`src/hw/rtl/piecewise_linear_table_eval_top_defines.svh`:
```
// Assertion macros for the piecewise-linear table evaluator.
`ifndef PIECEWISE_LINEAR_TABLE_EVAL_TOP_DEFINES_SVH
`define PIECEWISE_LINEAR_TABLE_EVAL_TOP_DEFINES_SVH
`ifndef SYNTHESIS
`define PLTE_ASSERT_RST(lbl, clk, rstn, prop) \
    lbl: assert property (@(posedge clk) disable iff (!rstn) prop) \
        else $error("plte assertion failed");
`define PLTE_ASSERT_TOP(lbl, prop) `PLTE_ASSERT_RST(lbl, i_clk, i_rst_n, prop)
`else
`define PLTE_ASSERT_RST(lbl, clk, rstn, prop)
`define PLTE_ASSERT_TOP(lbl, prop)
`endif
`endif

```
`src/hw/rtl/plte_pkg.sv`:
```
// Types and constants shared by the table evaluator modules.
`default_nettype none
package plte_pkg;

    localparam int DW        = 32;
    localparam int IDXW      = 7;
    localparam int CMDW      = 2;
    localparam int STW       = 2;
    localparam int CFG_IDXW  = 3;
    localparam int MAGW      = 33;
    localparam int PRODW     = 66;
    localparam int QW        = 35;
    localparam int CNTW      = 7;
    localparam int MUL_STEPS = 33;
    localparam int DIV_STEPS = 66;

    localparam logic [CMDW-1:0] CMD_WRITE = 2'd0;
    localparam logic [CMDW-1:0] CMD_EVAL  = 2'd1;
    localparam logic [CMDW-1:0] CMD_INDEX = 2'd2;

    localparam logic [STW-1:0] ST_INTERP  = 2'd0;
    localparam logic [STW-1:0] ST_DEFAULT = 2'd1;
    localparam logic [STW-1:0] ST_WRITTEN = 2'd2;
    localparam logic [STW-1:0] ST_ZERO_SP = 2'd3;

    localparam logic [CFG_IDXW-1:0] REG_DEFAULT_LOW  = 3'd0;
    localparam logic [CFG_IDXW-1:0] REG_DEFAULT_HIGH = 3'd1;
    localparam logic [CFG_IDXW-1:0] REG_NODE_COUNT   = 3'd2;
    localparam logic [CFG_IDXW-1:0] REG_UNIFORM_MODE = 3'd3;
    localparam logic [CFG_IDXW-1:0] REG_STEP_SIZE    = 3'd4;

    localparam logic [2:0] RD_LAST  = 3'd0;
    localparam logic [2:0] RD_FIRST = 3'd1;
    localparam logic [2:0] RD_SCAN  = 3'd2;
    localparam logic [2:0] RD_A     = 3'd3;
    localparam logic [2:0] RD_B     = 3'd4;

    localparam logic [2:0] RES_WRITE  = 3'd0;
    localparam logic [2:0] RES_LOW    = 3'd1;
    localparam logic [2:0] RES_HIGH   = 3'd2;
    localparam logic [2:0] RES_ZERO   = 3'd3;
    localparam logic [2:0] RES_INTERP = 3'd4;

    typedef struct packed {
        logic       load_in;
        logic       mem_wr;
        logic [2:0] rd_sel;
        logic       res_load;
        logic [2:0] res_sel;
        logic       scan_init;
        logic       scan_step;
        logic       up_given;
        logic       up_scan;
        logic       up_div;
        logic       cap_a;
        logic       cap_b;
        logic       calc;
        logic       mul_step;
        logic       div_start_uni;
        logic       div_start_int;
        logic       div_step;
        logic       out_load;
    } t_dp_cmd;

    typedef struct packed {
        logic [CMDW-1:0] cmd;
        logic            idx_ge_n;
        logic            idx_zero;
        logic            x_ge_last;
        logic            x_lt_first;
        logic            scan_hit;
        logic            uniform;
        logic            dxs_zero;
        logic            mul_last;
        logic            div_last;
    } t_dp_sts;

endpackage
`default_nettype wire

```
`src/hw/rtl/plte_ctrl.sv`:
```
// Sequencing state machine of the table evaluator.
`default_nettype none
module plte_ctrl
    import plte_pkg::*;
(
    input  wire logic    i_clk,
    input  wire logic    i_rst_n,
    input  wire logic    i_in_valid,
    input  wire logic    i_out_stall,
    input  wire t_dp_sts i_sts,
    output logic         o_in_stall,
    output logic         o_out_valid,
    output t_dp_cmd      o_cmd
);

    localparam logic [3:0] S_IDLE      = 4'd0;
    localparam logic [3:0] S_DECODE    = 4'd1;
    localparam logic [3:0] S_CHK_LAST  = 4'd2;
    localparam logic [3:0] S_CHK_FIRST = 4'd3;
    localparam logic [3:0] S_SCAN_RD   = 4'd4;
    localparam logic [3:0] S_SCAN_CMP  = 4'd5;
    localparam logic [3:0] S_DIV_U     = 4'd6;
    localparam logic [3:0] S_RDA       = 4'd7;
    localparam logic [3:0] S_RDB       = 4'd8;
    localparam logic [3:0] S_CAP_B     = 4'd9;
    localparam logic [3:0] S_CALC      = 4'd10;
    localparam logic [3:0] S_CHK_ZERO  = 4'd11;
    localparam logic [3:0] S_MUL       = 4'd12;
    localparam logic [3:0] S_DIV_I     = 4'd13;
    localparam logic [3:0] S_FIN       = 4'd14;
    localparam logic [3:0] S_DONE      = 4'd15;

    logic [3:0] r_state, n_state;
    logic       r_out_valid, n_out_valid;
    logic       out_free;

    assign out_free    = !r_out_valid || !i_out_stall;
    assign o_in_stall  = (r_state != S_IDLE);
    assign o_out_valid = r_out_valid;

    always_comb begin
        n_state = r_state;
        o_cmd   = '0;
        unique case (r_state)
            S_IDLE: begin
                if (i_in_valid) begin
                    o_cmd.load_in = 1'b1;
                    n_state       = S_DECODE;
                end
            end
            S_DECODE: begin
                o_cmd.rd_sel = RD_LAST;
                unique case (i_sts.cmd)
                    CMD_WRITE: begin
                        o_cmd.mem_wr   = 1'b1;
                        o_cmd.res_load = 1'b1;
                        o_cmd.res_sel  = RES_WRITE;
                        n_state        = S_DONE;
                    end
                    CMD_EVAL: begin
                        n_state = S_CHK_LAST;
                    end
                    CMD_INDEX: begin
                        priority if (i_sts.idx_ge_n) begin
                            o_cmd.res_load = 1'b1;
                            o_cmd.res_sel  = RES_HIGH;
                            n_state        = S_DONE;
                        end else if (i_sts.idx_zero) begin
                            o_cmd.res_load = 1'b1;
                            o_cmd.res_sel  = RES_LOW;
                            n_state        = S_DONE;
                        end else begin
                            o_cmd.up_given = 1'b1;
                            n_state        = S_RDA;
                        end
                    end
                    default: begin
                        o_cmd.res_load = 1'b1;
                        o_cmd.res_sel  = RES_LOW;
                        n_state        = S_DONE;
                    end
                endcase
            end
            S_CHK_LAST: begin
                o_cmd.rd_sel = RD_FIRST;
                if (i_sts.x_ge_last) begin
                    o_cmd.res_load = 1'b1;
                    o_cmd.res_sel  = RES_HIGH;
                    n_state        = S_DONE;
                end else begin
                    n_state = S_CHK_FIRST;
                end
            end
            S_CHK_FIRST: begin
                priority if (i_sts.x_lt_first) begin
                    o_cmd.res_load = 1'b1;
                    o_cmd.res_sel  = RES_LOW;
                    n_state        = S_DONE;
                end else if (i_sts.uniform) begin
                    o_cmd.div_start_uni = 1'b1;
                    n_state             = S_DIV_U;
                end else begin
                    o_cmd.scan_init = 1'b1;
                    n_state         = S_SCAN_RD;
                end
            end
            S_SCAN_RD: begin
                o_cmd.rd_sel = RD_SCAN;
                n_state      = S_SCAN_CMP;
            end
            S_SCAN_CMP: begin
                if (i_sts.scan_hit) begin
                    o_cmd.up_scan = 1'b1;
                    n_state       = S_RDA;
                end else begin
                    o_cmd.scan_step = 1'b1;
                    n_state         = S_SCAN_RD;
                end
            end
            S_DIV_U: begin
                o_cmd.div_step = 1'b1;
                if (i_sts.div_last) begin
                    n_state = S_RDA;
                end
            end
            S_RDA: begin
                o_cmd.rd_sel = RD_A;
                n_state      = S_RDB;
            end
            S_RDB: begin
                o_cmd.cap_a  = 1'b1;
                o_cmd.rd_sel = RD_B;
                n_state      = S_CAP_B;
            end
            S_CAP_B: begin
                o_cmd.cap_b = 1'b1;
                n_state     = S_CALC;
            end
            S_CALC: begin
                o_cmd.calc = 1'b1;
                n_state    = S_CHK_ZERO;
            end
            S_CHK_ZERO: begin
                if (i_sts.dxs_zero) begin
                    o_cmd.res_load = 1'b1;
                    o_cmd.res_sel  = RES_ZERO;
                    n_state        = S_DONE;
                end else begin
                    n_state = S_MUL;
                end
            end
            S_MUL: begin
                o_cmd.mul_step = 1'b1;
                if (i_sts.mul_last) begin
                    n_state = S_DIV_I;
                end
            end
            S_DIV_I: begin
                o_cmd.div_step = 1'b1;
                if (i_sts.div_last) begin
                    n_state = S_FIN;
                end
            end
            S_FIN: begin
                o_cmd.res_load = 1'b1;
                o_cmd.res_sel  = RES_INTERP;
                n_state        = S_DONE;
            end
            S_DONE: begin
                if (out_free) begin
                    o_cmd.out_load = 1'b1;
                    n_state        = S_IDLE;
                end
            end
            default: begin
                n_state = S_IDLE;
            end
        endcase
        // the divider start and the bin update ride on the last step of the unit before
        if (r_state == S_MUL && i_sts.mul_last) begin
            o_cmd.div_start_int = 1'b1;
        end
        if (r_state == S_DIV_U && i_sts.div_last) begin
            o_cmd.up_div = 1'b1;
        end
    end

    always_comb begin
        n_out_valid = r_out_valid;
        priority if (o_cmd.out_load) begin
            n_out_valid = 1'b1;
        end else if (!i_out_stall) begin
            n_out_valid = 1'b0;
        end
    end

    always_ff @(posedge i_clk) begin
        if (!i_rst_n) begin
            r_state     <= S_IDLE;
            r_out_valid <= 1'b0;
        end else begin
            r_state     <= n_state;
            r_out_valid <= n_out_valid;
        end
    end

endmodule
`default_nettype wire

```
`config.mk`:
```
export PLATFORM = sky130hd
export DESIGN_NAME = plte_ctrl
export DESIGN_NICKNAME = d
export VERILOG_FILES = /design/src/hw/rtl/piecewise_linear_table_eval_top_defines.svh /design/src/hw/rtl/plte_pkg.sv /design/src/hw/rtl/plte_ctrl.sv
export SDC_FILE = /design/constraint.sdc
export NUM_CORES = 1
export LEC_CHECK = 0
export BUFFER_PORTS_ARGS = -buffer_cell sky130_fd_sc_hd__clkbuf_2
export CORE_MARGIN = 5
export CORE_UTILIZATION = 45
export DETAILED_ROUTE_END_ITERATION = 6
export GPL_TIMING_DRIVEN = 0
export HOLD_SLACK_MARGIN = 0.02
export PLACE_DENSITY_LB_ADDON = 0.15
export SLEW_MARGIN = 5
export SYNTH_ARGS = -nofsm -noshare
export SYNTH_HDL_FRONTEND = slang
export SYNTH_SLANG_ARGS = --single-unit
export TNS_END_PERCENT = 10
```
`constraint.sdc`:
```
create_clock -name i_clk -period 4.1 [get_ports i_clk]
set_clock_uncertainty 0.1 [all_clocks]
set_input_delay 0 -clock i_clk [delete_from_list [all_inputs] [get_ports i_clk]]
set_output_delay 0 -clock i_clk [all_outputs]
set_load 0.05 [all_outputs]
```
# Word-level counts from Yosys, hierarchy flattened

Cells that the tools add are included.

Word-level logic and storage cells: 86
Output and inout bits: 24
Register bits after elaboration: 5

Equality and inequality tests: 23
Reduce and logical (&&, ||, !) cells: 10
Muxes and demuxes: 51

Operator list:

| cell                                                  | number |
|---|---|
| case mux 4 bit (16 select lines)                      | 1 |
| 2-to-1 mux 4 bit                                      | 14 |
| == test 4 bit, second input constant                  | 8 |
| 2-to-1 mux 1 bit                                      | 29 |
| case mux 4 bit (5 select lines)                       | 1 |
| == test 4 x 3 -> 1 bit, second input constant         | 4 |
| case mux 3 bit (4 select lines)                       | 1 |
| case mux 4 bit (3 select lines)                       | 1 |
| inequality test 2 bit, second input constant          | 5 |
| == test 4 x 2 -> 1 bit, second input constant         | 2 |
| case mux 4 bit (2 select lines)                       | 1 |
| 2-to-1 mux 2 bit                                      | 3 |
| AND reduction 5 bit                                   | 1 |
| == test 4 x 1 -> 1 bit, second input constant         | 1 |
| logical NOT 4 bit                                     | 1 |
| nonzero test 4 bit                                    | 1 |
| == test 2 x 1 -> 1 bit, second input constant         | 1 |
| == test 2 bit, second input constant                  | 1 |
| logical AND 1 bit                                     | 2 |
| logical NOT 1 bit                                     | 2 |
| logical NOT 2 bit                                     | 1 |
| inequality test 2 x 1 -> 1 bit, second input constant | 1 |
| OR reduction 2 bit                                    | 1 |
| logical OR 1 bit                                      | 1 |

# Depth between registers and ports, before layout

Gate-level depths: netlist (run 1).

Depth in word-level cells: 5
Mapped depth: 6

# Worst setup path after synthesis (run 1)

Ideal clock, no wire load.

Kind: reg2out
From: reg r_state[0]
To: out o_cmd[10] (netlist bit)
Slack: 1.374 ns
Data required time: 4.000 ns
Stages on the path, launching flop included: 5
Arrival time: 2.626 ns
Cell sequence: dfxtp_1 -> buf_2 -> or4b_1 -> buf_2 -> nor4b_1

RTL lines:

| what                   | RTL line         | text |
|---|---|---|
| from (decl)            | plte_ctrl.sv:33  | `logic [3:0] r_state, n_state;` |
| from (signal assigned) | plte_ctrl.sv:202 | `r_state <= n_state;` |
| to (decl)              | plte_ctrl.sv:13  | `output t_dp_cmd o_cmd` |

==> metrics, run 1 <==
status=finished, final reports clean; die area=2350 um^2; f_max=481 MHz; Hold Path End=r_state[1]; Cell Area, Synth=667 um^2; ys flop type=dfxtp_1; Clock Latency Late Sink=250 ps; yosys warns=0; kind of critical path=reg2out; Max clock buf depth=2; initial DRC count=14; mux share of post-synthesis cell area=3.00%; Post-Synth Adder-Cell Area=0%; Post-synth top cells=12 x nor2_1, 11 x nand2_1, 8 x a21oi_1; drt pass-1 iters=4; FF-to-FF End=r_state[0]; most common cell in the netlist=nor2_1; CTS Root Cell=clkbuf_4; Switch Pwr=0.405 mW; pre-CTS WS=2280 ps; post-synthesis xor/xnor area fraction=0%; global-route wire length before repair=3.39 mm; grt met2 use=26.3%; Worst Path Arrival=1980 ps; fin worst setup slack=2020 ps; Compound-Gate Fraction of Synth Area=29.3%; post-synth top area share=15.0%; area leader, netlist=dfxtp_1; Worst setup SP type=flop; Net Sw Frac=61.8%; Max Cap Violations=0; sequential power share=13.3%; setup TNS=0 ps; Slew headroom=62.8%; Min-Delay Path Depth=4; Initial Utilization=49.4%; Hold Path Origin=i_sts[0]; diode count=0; Yosys cell types=35; Tcrit/Tclk final=50.7%; Synth async-reset ratio=0%; sequential fraction of the synthesis area=15.0%; P_leak=0.420 nW; Top Family by Delay on Critical Path=simple AND/OR/NAND/NOR gates; Synth Area in Simple Gates=42.8%; DR DRC count=0; Logic pwr share=77.5%; internal power=0.251 mW; buffers and inverters on the worst path=2; clock tree sinks=5; Slowest-stage cell, CP=or4b_1; RD Place Congestion=0.828; vias=855; HPWL Detailed=1.56 mm; Final nets=162; Final min period=2080 ps; CTS tree=yes; Hold Crit Class=in2reg; Filler cells=138; main combinational cell family by area after synthesis=simple AND/OR/NAND/NOR gates; FF+latch count, synth=5; Pins Over Slew Limit=0; Post-DRT Antenna Nets=0; vias in the first global route=784; reg2reg start=r_state[0]; total gr overflow=0; htree depth=1; Hold Violations, Final=0; initial antenna violation count=0; Worst Setup End Kind=output pin; crit path max fanout=9; gr usage total=16.9%; met1 Use GR=21.9%; final setup violation count=0; share of cells above drive strength 1=35.6%; Port Buffers=38; core area=1350 um^2; I/O pins=39; met3 GRT Util=6.12%; Req. time, crit path=4000 ps; CTS Buf Count=3; delay of the slowest critical-path stage=530 ps; critical path cell sequence=or4b_1 -> buf_2 -> nor2_1 -> a21oi_1 -> o21ai_0 -> clkbuf_2; EDFF count, synth=0; PwrDens=703 nW/um^2; RSZ-0062 raised after global routing=false; num rows=13; Post-Syn Instances=101; total wire length=1.99 mm; largest net degree at the start of global routing=11; Avg Cell Area, Syn=6.60 um^2; synth-to-layout area growth=39.8%; worst slew pin tran=556 ps; R2R Setup Slk=2260 ps; worst-case reg-to-reg path depth=6; Chip Width=48.5 um; Die Y=48.5 um; Clock Power Share=9.2%; peak supply drop=413 uV; post-DR vias/cell=5.31; top cells by area, synth=dfxtp_1 15%, nor2_1 6.8%, nand2_1 6.2%, a21oi_1 6.0%, nor2b_1 4.7%; Synth Net Count=116; Reg clk slew, reported paths=40 ps; average wire per standard cell=12.4 um; gr busiest metal=met2
## power by group through the flow
stage | registers [mW] | logic [mW] | clock network [mW]
after floorplan | 0.0812 | 0.404 | 0
after global placement | 0.0865 | 0.500 | 0
after CTS | 0.0858 | 0.508 | 0.0604
final | 0.0873 | 0.508 | 0.0599
after global routing | 0.0889 | 0.551 | 0.0627
after detailed placement | 0.0865 | 0.504 | 0
## through the flow
stage / area, um^2 / instances / util, % / total power, mW / hold slack (ps)
after floorplan: 667 / 101 / - / 0.485 / 39.3
after global placement: 876 / 154 / 64.9 / 0.586 / 178
after detailed placement: 876 / 154 / 64.9 / 0.591 / 178
after CTS: 932 / 161 / 69.0 / 0.655 / 97.3
after global routing: 932 / 161 / 69.0 / 0.703 / 126
final: 932 / 161 / 69.0 / 0.655 / 90.2
## worst max-delay path by stage
stage	start	endpoint	slack (ps)	depth (start not counted)
after floorplan	r_state[0]	o_cmd[10]	1370	4
after global placement	r_state[0]	o_cmd[16]	2300	7
after detailed placement	r_state[0]	o_cmd[16]	2280	7
after CTS	r_state[1]	o_cmd[16]	2020	6
after global routing	r_state[0]	o_cmd[16]	1920	7
final	r_state[1]	o_cmd[16]	2020	6
## cell families (layout without fill, tap and decap cells)
kind of cell / after synthesis / count (layout)
AO/OA/AOI/OAI: 27 / 27
AND/OR/NAND/NOR: 52 / 52
flip-flops: 5 / 5
multiplexers: 2 / 2
buffers and inverters: 15 / 60
## metal layers
layer	share of wire [%]	routed length, um	vias up
li1	-	-	456
met5	0	0	-
met1	46	910	358
met4	0.95	19	0
met2	44	872	39
met3	9.5	189	2
## tightest hold or removal path, stage by stage
cell and delay [ps]:
clkbuf_2 100, a211oi_2 50, o211ai_1 170, o31ai_1 70
## registers in the layout, summed over array words and instances, names as in the netlist
| register | count |
|---|---|
| o_out_valid | 1 |
| r_state | 4 |
## final cells by class
class                   count  area (um^2)  area share [%]
plain buffers               9         43.8            4.70
clock buffers               4         26.3            2.82
well taps                  15         18.8            2.01
inverters                   6         22.5            2.42
repair buffers             41          220            23.6
flip-flops and latches      5          100            10.7
multi-input cells          81          500            53.7
## cell usage in the layout, fill, tap and decap left out, drive strengths merged
cell type | synthesis | layout
nor4 | 1 | 1
clkbuf | 5 | 47
nor3 | 4 | 4
o21ai | 3 | 3
o31ai | 1 | 1
and2 | 1 | 1
buf | 4 | 4
mux2i | 2 | 2
o31a | 1 | 1
nand4bb | 1 | 1
a21oi | 8 | 8
nor2b | 5 | 5
or4b | 1 | 1
nor2 | 12 | 12
or2 | 4 | 4
dfxtp | 5 | 5
nor4b | 2 | 2
nand3b | 1 | 1
nand4b | 1 | 1
inv | 6 | 6
nor3b | 1 | 1
o21ba | 1 | 1
dlygate4sd3 | 0 | 3
a31oi | 4 | 4
o211ai | 2 | 2
or3b | 1 | 1
nand2 | 11 | 11
nand2b | 4 | 4
o32ai | 3 | 3
nand4 | 1 | 1
o221ai | 2 | 2
a211oi | 2 | 2
or4 | 1 | 1
## timing repair
action                                 in CTS  in global routing
setup buffers                               0                  0
hold buffers                                3                  0
endpoints found under the hold margin       5                  0
resized for setup                           0                  0
(Power assumes the default switching activity.)
==> run 2: changes to the inputs <==
--- a/config.mk
+++ b/config.mk
@@ -7,7 +7,7 @@
 export LEC_CHECK = 0
 export BUFFER_PORTS_ARGS = -buffer_cell sky130_fd_sc_hd__clkbuf_2
 export CORE_MARGIN = 5
-export CORE_UTILIZATION = 45
+export CORE_UTILIZATION = 38
 export DETAILED_ROUTE_END_ITERATION = 6
 export GPL_TIMING_DRIVEN = 0
 export HOLD_SLACK_MARGIN = 0.02
==> constraint.sdc (replaced) <==
create_clock -name i_clk -period 1.7 [get_ports i_clk]
set_clock_uncertainty 0.1 [all_clocks]
set_input_delay 0 -clock i_clk [delete_from_list [all_inputs] [get_ports i_clk]]
set_output_delay 0 -clock i_clk [all_outputs]
set_load 0.05 [all_outputs]
==> run 2 against run 1 <==
Net effect: the run now ends with setup timing left; flip-flop and latch count unchanged; worst setup slack worse by 2100 ps; global-route usage up 1.5 points; worst hold slack worse by 9.0 ps; core utilization up 1.6 points; first-iteration DRC count up 71%; largest cell class unchanged; largest power group unchanged; highest routed layer unchanged.
==> metrics, run 2 (synthesized netlist as in run 1, its figures left out) <==
drt pass-1 iters=4; Filler cells=142; core area=1690 um^2; Logic pwr share=81.6%; commonest cells after routing, fill and taps aside=23 x clkbuf_2, 10 x nand2_1, 10 x nor2_1; CTS Root Cell=clkbuf_4; Hold Worst Slack=81.2 ps; Clock Latency Late Sink=240 ps; placed cell count=156; diode count=0; final setup violation count=6; Slew headroom=74.5%; top sig layer=met4; final non-filler cell total=167; RD Place Congestion=0.824; Initial Utilization=39.5%; reg2reg start=r_state[0]; largest net degree at the start of global routing=11; Clock Power Share=7.0%; buffers and inverters on the worst path=2; final core area utilization=70.7%; share of cells above drive strength 1=53.3%; register area=108 um^2; Pins Over Slew Limit=0; violated checks=setup timing; average wire per standard cell=14.2 um; worst-case reg-to-reg path depth=6; critical path cell sequence=buf_6 -> or4b_4 -> nor2_4 -> a21oi_2 -> o21ai_1 -> clkbuf_8; met3 wire length=168 um; clock tree sinks=5; Min-Delay Path Depth=4; vias=952; initial DRC count=24; status=complete, but fails checks; total gr overflow=0; worst slew pin tran=382 ps; setup TNS=-424 ps; Final nets=166; internal power=0.866 mW; pre-CTS WS=-118 ps; kind of critical path=reg2out; Worst Path Arrival=1720 ps; Port Buffers=38; M1 wire length=1.02 mm; met2 wire length=1.12 mm; post-DR vias/cell=5.70; htree depth=1; RSZ-0062 raised after global routing=true; Reg clk slew, reported paths=40 ps; largest reg by FF count=r_state; num rows=15; PwrDens=1650 nW/um^2; Net Sw Frac=56.0%; CTS tree=yes; initial antenna violation count=0; Slowest-stage cell, CP=or4b_4; Die Y=51.9 um; I/O pins=39; global-route wire length before repair=3.78 mm; commonest non-fill, non-tap cell in the layout=clkbuf_2; max reg flops=4; synth-to-layout area growth=79.0%; crit path max fanout=6; Final min period=1820 ps; CTS Buf Count=3; die area=2690 um^2; peak supply drop=1140 uV; delay of the slowest critical-path stage=540 ps; Post-DRT Antenna Nets=0; Hold Crit Class=in2reg; Hold Violations, Final=0; fin worst setup slack=-115 ps; Switch Pwr=1.10 mW; Hold Path End=r_state[0]; Worst setup SP type=flop; Max clock buf depth=2; Multi-input gate area=617 um^2; Req. time, crit path=1600 ps; Hold Path Origin=i_sts[0]; critical path depth=6; Tcrit/Tclk final=107%; Chip Width=51.9 um; sequential power share=11.4%; gr usage total=18.4%; FF-to-FF End=r_state[0]; P_leak=0.530 nW; R2R Setup Slk=-70 ps; Top Family by Delay on Critical Path=simple AND/OR/NAND/NOR gates; Max Cap Violations=0; Worst Setup End Kind=output pin; HPWL Detailed=1.67 mm; DR DRC count=0; total wire length=2.37 mm; vias in the first global route=918; f_max=551 MHz
## run 2: cell types whose count changed in the layout (fill, tap and decap cells not counted), sizes merged
cell / delta
buf: +12
clkbuf: -9
dlymetal6s4s: +1
## run 2: stage by stage
step / area, um^2 / power [mW]
after global routing: 1190 / 2.07
after detailed placement: 917 / 1.47
final: 1190 / 1.97
after CTS: 1170 / 1.93
after floorplan: 706 / 1.20
after global placement: 917 / 1.46
## run 2: per-layer routing
metal  vias to the layer above  GRT usage [%]
met2                        50           30.5
li1                        463              -
met1                       429           23.2
met4                         0           7.86
met5                         -              0
met3                        10           2.87
## run 2: final cells by class
class | count | area share, %
Multi-Input combinational cell | 81 | 51.7
Timing Repair Buffer | 46 | 29.0
Sequential cell | 5 | 9.01
Buffer | 8 | 4.40
Clock buffer | 4 | 2.20
Inverter | 6 | 1.89
Tap cell | 17 | 1.78
## run 2: worst max path at each step
stage	startpoint	end
after detailed placement	r_state[0]	r_state[1]
after global routing	r_state[0]	o_cmd[16]
after global placement	r_state[0]	o_cmd[16]
after floorplan	r_state[0]	o_cmd[2]
final	r_state[0]	o_cmd[16]
after CTS	r_state[0]	o_cmd[16]
## run 2: repair_timing
item,CTS,global route
endpoints found under the setup margin,22,23
pin swaps,5,0
resized for setup,41,22
hold buffers,3,0
hold endpoints to repair,5,0
buffers inserted,5,0
## run 2: power groups by stage
stage / clock [mW] / combinational, mW / sequential, mW
4_1_cts: 0.142 / 1.57 / 0.218
6_report: 0.138 / 1.61 / 0.225
3_3_place_gp: 0 / 1.25 / 0.210
5_1_grt: 0.147 / 1.70 / 0.231
3_5_place_dp: 0 / 1.26 / 0.209
2_1_floorplan: 0 / 1.01 / 0.196
## run 2: tightest hold or removal path: cells and delay by family
family	cells	cell delay, ps
compound gates	2	130
buf+inv	1	120
simple gates	1	140
